===== src/hdl/uvs_div_cell.sv =====
// one restoring division step: shifts in a dividend bit and yields a quotient bit
`timescale 1ns / 1ps
`default_nettype none
module uvs_div_cell #(
  parameter int REM_W = 10,
  parameter int Q_W   = 17
) (
  input  wire logic             clk,
  input  wire logic             en,
  input  wire logic [REM_W-2:0] divisor,
  input  wire logic [REM_W-1:0] rem_in,
  input  wire logic [Q_W-1:0]   sh_in,
  output logic      [REM_W-1:0] rem_out,
  output logic      [Q_W-1:0]   sh_out
);
  logic [REM_W-1:0] trial;
  logic             ge;

  assign trial = {rem_in[REM_W-2:0], sh_in[Q_W-1]};
  assign ge    = trial >= {1'b0, divisor};

  always_ff @(posedge clk) begin
    if (en) begin
      rem_out <= ge ? trial - {1'b0, divisor} : trial;
      sh_out  <= {sh_in[Q_W-2:0], ge};
    end
  end
endmodule
`default_nettype wire


===== config.mk =====
export PLATFORM = sky130hd
export DESIGN_NAME = uvs_div_cell
export DESIGN_NICKNAME = d
export VERILOG_FILES = /design/src/hdl/uvs_div_cell.sv
export SDC_FILE = /design/constraint.sdc
export NUM_CORES = 1
export LEC_CHECK = 0
export BUFFER_PORTS_ARGS = -buffer_cell sky130_fd_sc_hd__buf_2
export CAP_MARGIN = 20
export CELL_PAD_IN_SITES_DETAIL_PLACEMENT = 1
export CELL_PAD_IN_SITES_GLOBAL_PLACEMENT = 2
export CORE_MARGIN = 2
export CORE_UTILIZATION = 26
export DETAILED_ROUTE_END_ITERATION = 8
export GPL_TIMING_DRIVEN = 0
export HOLD_SLACK_MARGIN = 0.12
export PLACE_DENSITY = 0.84
export SYNTH_ARGS = -nofsm -noshare
export SYNTH_HDL_FRONTEND = slang
export SYNTH_SLANG_ARGS = --single-unit

===== constraint.sdc =====
create_clock -name clk -period 2.23 [get_ports clk]
set_input_delay 0.3345 -clock clk [delete_from_list [all_inputs] [get_ports clk]]
set_output_delay 0.3345 -clock clk [all_outputs]
set_load 0.02 [all_outputs]

==> results.md <==
* Status: finished clean
* Worst hold slack at approximately 0.24 ns
* DR vias at approximately 1200
* Die extent in y at around 79 µm
* Largest net degree at the start of global routing at 28
* CTS tree: yes
* Sw Pwr at about 380 µW
* Pre-CTS setup slack at -0.241 ns
* Initial Util at 0.267
* Gpl congestion at between 0.7 and 0.8
* Cell family with most CP delay: compound AO/OA/AOI/OAI gates
* ANT nets after route at 0
* Area grow syn2layout at 36.1%
* First DRT Iteration DRCs at 41
* Cell Rows at 27
* Final setup margin at 0.0491 ns
* Clock slew at the register clock pins of the worst setup and hold paths at around 0.090 ns
* Worst-Margin Slew at ~0.59 ns
* DR WL/cell at roughly 14 µm
* CTS Buffer Depth at 2
* Hold Crit Depth at 1
* Syn. warnings at 0
* Area of the mapped netlist at approximately 1500 µm²
* Kind of critical path: in -> reg
* Grt ovf at 0
* Netlist cell types at 34
* CP Capture Type: flip-flop
* HPWL after DPL at 2.84 mm
* Sw Ratio at 0.292
* Vias per std cell at between 4 and 5
* End of the worst hold path: sh_out[14]$_DFFE_PP_
* First-pass GRT wire length at 5.24 mm
* Fmax at between 400 and 500 MHz
* Synth Register Bits at 27
* Commonest non-fill, non-tap cell in the layout: buf_2
* Pint at 918 µW
* Leak at a little over 0.0009 µW
* Initial antenna violation count at 0
* Ports at 65
* Clock sinks at 27
* CTS Buf Count at 3
* Max-slew violation count at 0
* Aggregate routed wire length at approximately 3.6 mm
* Filler Cell Count at about 640
* Root Driver: clkbuf_8
* Register area share after synthesis at 0.555
* VDD IR-drop max at 265 µV
* TNS Setup at 0 ns
* Worst slew margin at 0.610
* Most frequent cells in the layout: buf_2 (63), edfxtp_1 (27), inv_1 (10), nor2_1 (8), ha_1 (8)
* Startpoint types: primary input
* Slowest Stage Delay on Critical Path at 0.49 ns
* Min cycle time layout at 2.18 ns
* Clock share of power at 0.203
* Total GRT Usage at 0.106
* Fin crit share at 0.978
* Hold Crit Class: in -> reg
* Number of global-route vias before repair at ~1100
* Max-cap violation count at 0
* 1st-pass router iterations at 4
* CP max FO at 6
* H-tree Lvls at 1
* Worst path most repeated cell: inv_2
* Reg power frac at 0.490
* Endpoints failing setup at 0
* Die area at roughly 6200 µm²
* Port buffer count at 63
* Cell chain of the critical path: buf_6 -> inv_2 -> ha_4 -> inv_2 -> fa_2 -> a21o_1 -> a2111oi_4 -> o21ai_4 -> mux2_4
* Worst Path Buf+Inv at 3
* Width of the chip at a little under 80 µm
* Diode count at 0
* Pwr dens at 652 nW/µm²
* Syn_area_per_cell at 13.0 µm²
* Share of layout cells above drive strength 1 at 0.500
* Core Region at 5470 µm²
* Logic pwr share at 0.307
* Slowest stage cell, crit path: a2111oi_4
* Required @ worst endpoint at about 2.3 ns
* Hold Path Origin: sh_in[13]
* Mapped Cells at 112
* CP arrival at around 2.2 ns
* Syn Nets at 160
* Residual DRC at 0
* Net count, final at 233
* Final Hold Vio Count at 0
## flip-flops by register name, summed over array words and instances (netlist names)
name	flops
rem_out	10
sh_out	17
## power groups by stage
| stage | Sequential [µW] | Combinational, µW | Clock (µW) |
|---|---|---|---|
| after floorplan | 721 | 173 | 0 |
| after global placement | 644 | 366 | 0 |
| after detailed placement | 649 | 376 | 0 |
| after CTS | 637 | 377 | 273 |
| after global routing | 641 | 431 | 286 |
| final | 636 | 398 | 263 |
## cells by family after synthesis
group                      after synthesis  synth area share
AOI/OAI and AO/OA                       28             0.161
DFF                                     27             0.555
and+or+nand+nor                         24            0.0882
buffers and inverters                   15            0.0522
adders and majority gates               10            0.0908
xor gates and xnor gates                 6            0.0360
muxes                                    2            0.0171
## cell type report
class | count | area (µm²) | share of cell area
clock buffers | 4 | 45.0 | 0.0226
multi-input cells | 71 | 598 | 0.301
repair buffers | 67 | 369 | 0.186
flip-flops and latches | 27 | 811 | 0.408
inverters | 12 | 45.0 | 0.0226
plain buffers | 3 | 31.3 | 0.0157
well taps | 72 | 90.1 | 0.0453
## how the worst max path moves through the flow
stage	startpoint	end	slack [ns]	cells after the start
3_3_place_gp	sh_in[16]	rem_out[1]$_DFFE_PP_	-0.24	9
2_1_floorplan	sh_in[16]	rem_out[1]$_DFFE_PP_	0.02	8
4_1_cts	sh_in[16]	rem_out[1]$_DFFE_PP_	0.04	9
6_report	sh_in[16]	rem_out[1]$_DFFE_PP_	0.05	9
5_1_grt	sh_in[16]	rem_out[1]$_DFFE_PP_	-0.01	9
3_5_place_dp	sh_in[16]	rem_out[1]$_DFFE_PP_	-0.24	9
## per-layer routing
layer,vias to the layer above,GRT usage,part of all wire
li1,557,-,-
met1,541,0.119,0.40
met2,56,0.192,0.49
met3,2,0.0295,0.10
met4,0,0.0310,0.0092
met5,-,0,0
## metrics by stage
stage | power (µW) | util | cells | area, µm²
after detailed placement | 1020 | 0.341 | 247 | 1870
after global routing | 1360 | 0.364 | 256 | 1990
after floorplan | 894 | - | 112 | 1460
after CTS | 1290 | 0.349 | 251 | 1910
final | 1300 | 0.364 | 256 | 1990
after global placement | 1010 | 0.341 | 247 | 1870
## synth_stat cells, drive strengths merged
master   number  area (µm²)
a22oi         1        7.51
mux2          1        15.0
nor2         10        42.5
nand2         3        11.3
and3          3        18.8
nor2b         1        6.26
and2          2        12.5
mux2i         1        10.0
xor2          2        17.5
a2111oi       1        27.5
xnor2         4        35.0
edfxtp       27         811
o21ai         6        41.3
o2111ai       1        8.76
a21oi        10        76.3
a211oi        1        12.5
a31oi         2        12.5
buf           3        31.3
nand4         2        12.5
a21o          4        30.0
fa            1        20.0
inv          12        45.0
and4          1        11.3
a41o          1        10.0
nand2b        1        6.26
a211o         1        8.76
ha            9         113
nand3b        1        7.51
## timing repair
item	CTS	global route
gates resized for setup	0	6
buffers inserted	0	3
setup endpoints to repair	0	3
hold endpoints to repair	0	0
hold buffers	0	0
No activity file was read; power rests on OpenSTA's default activity.
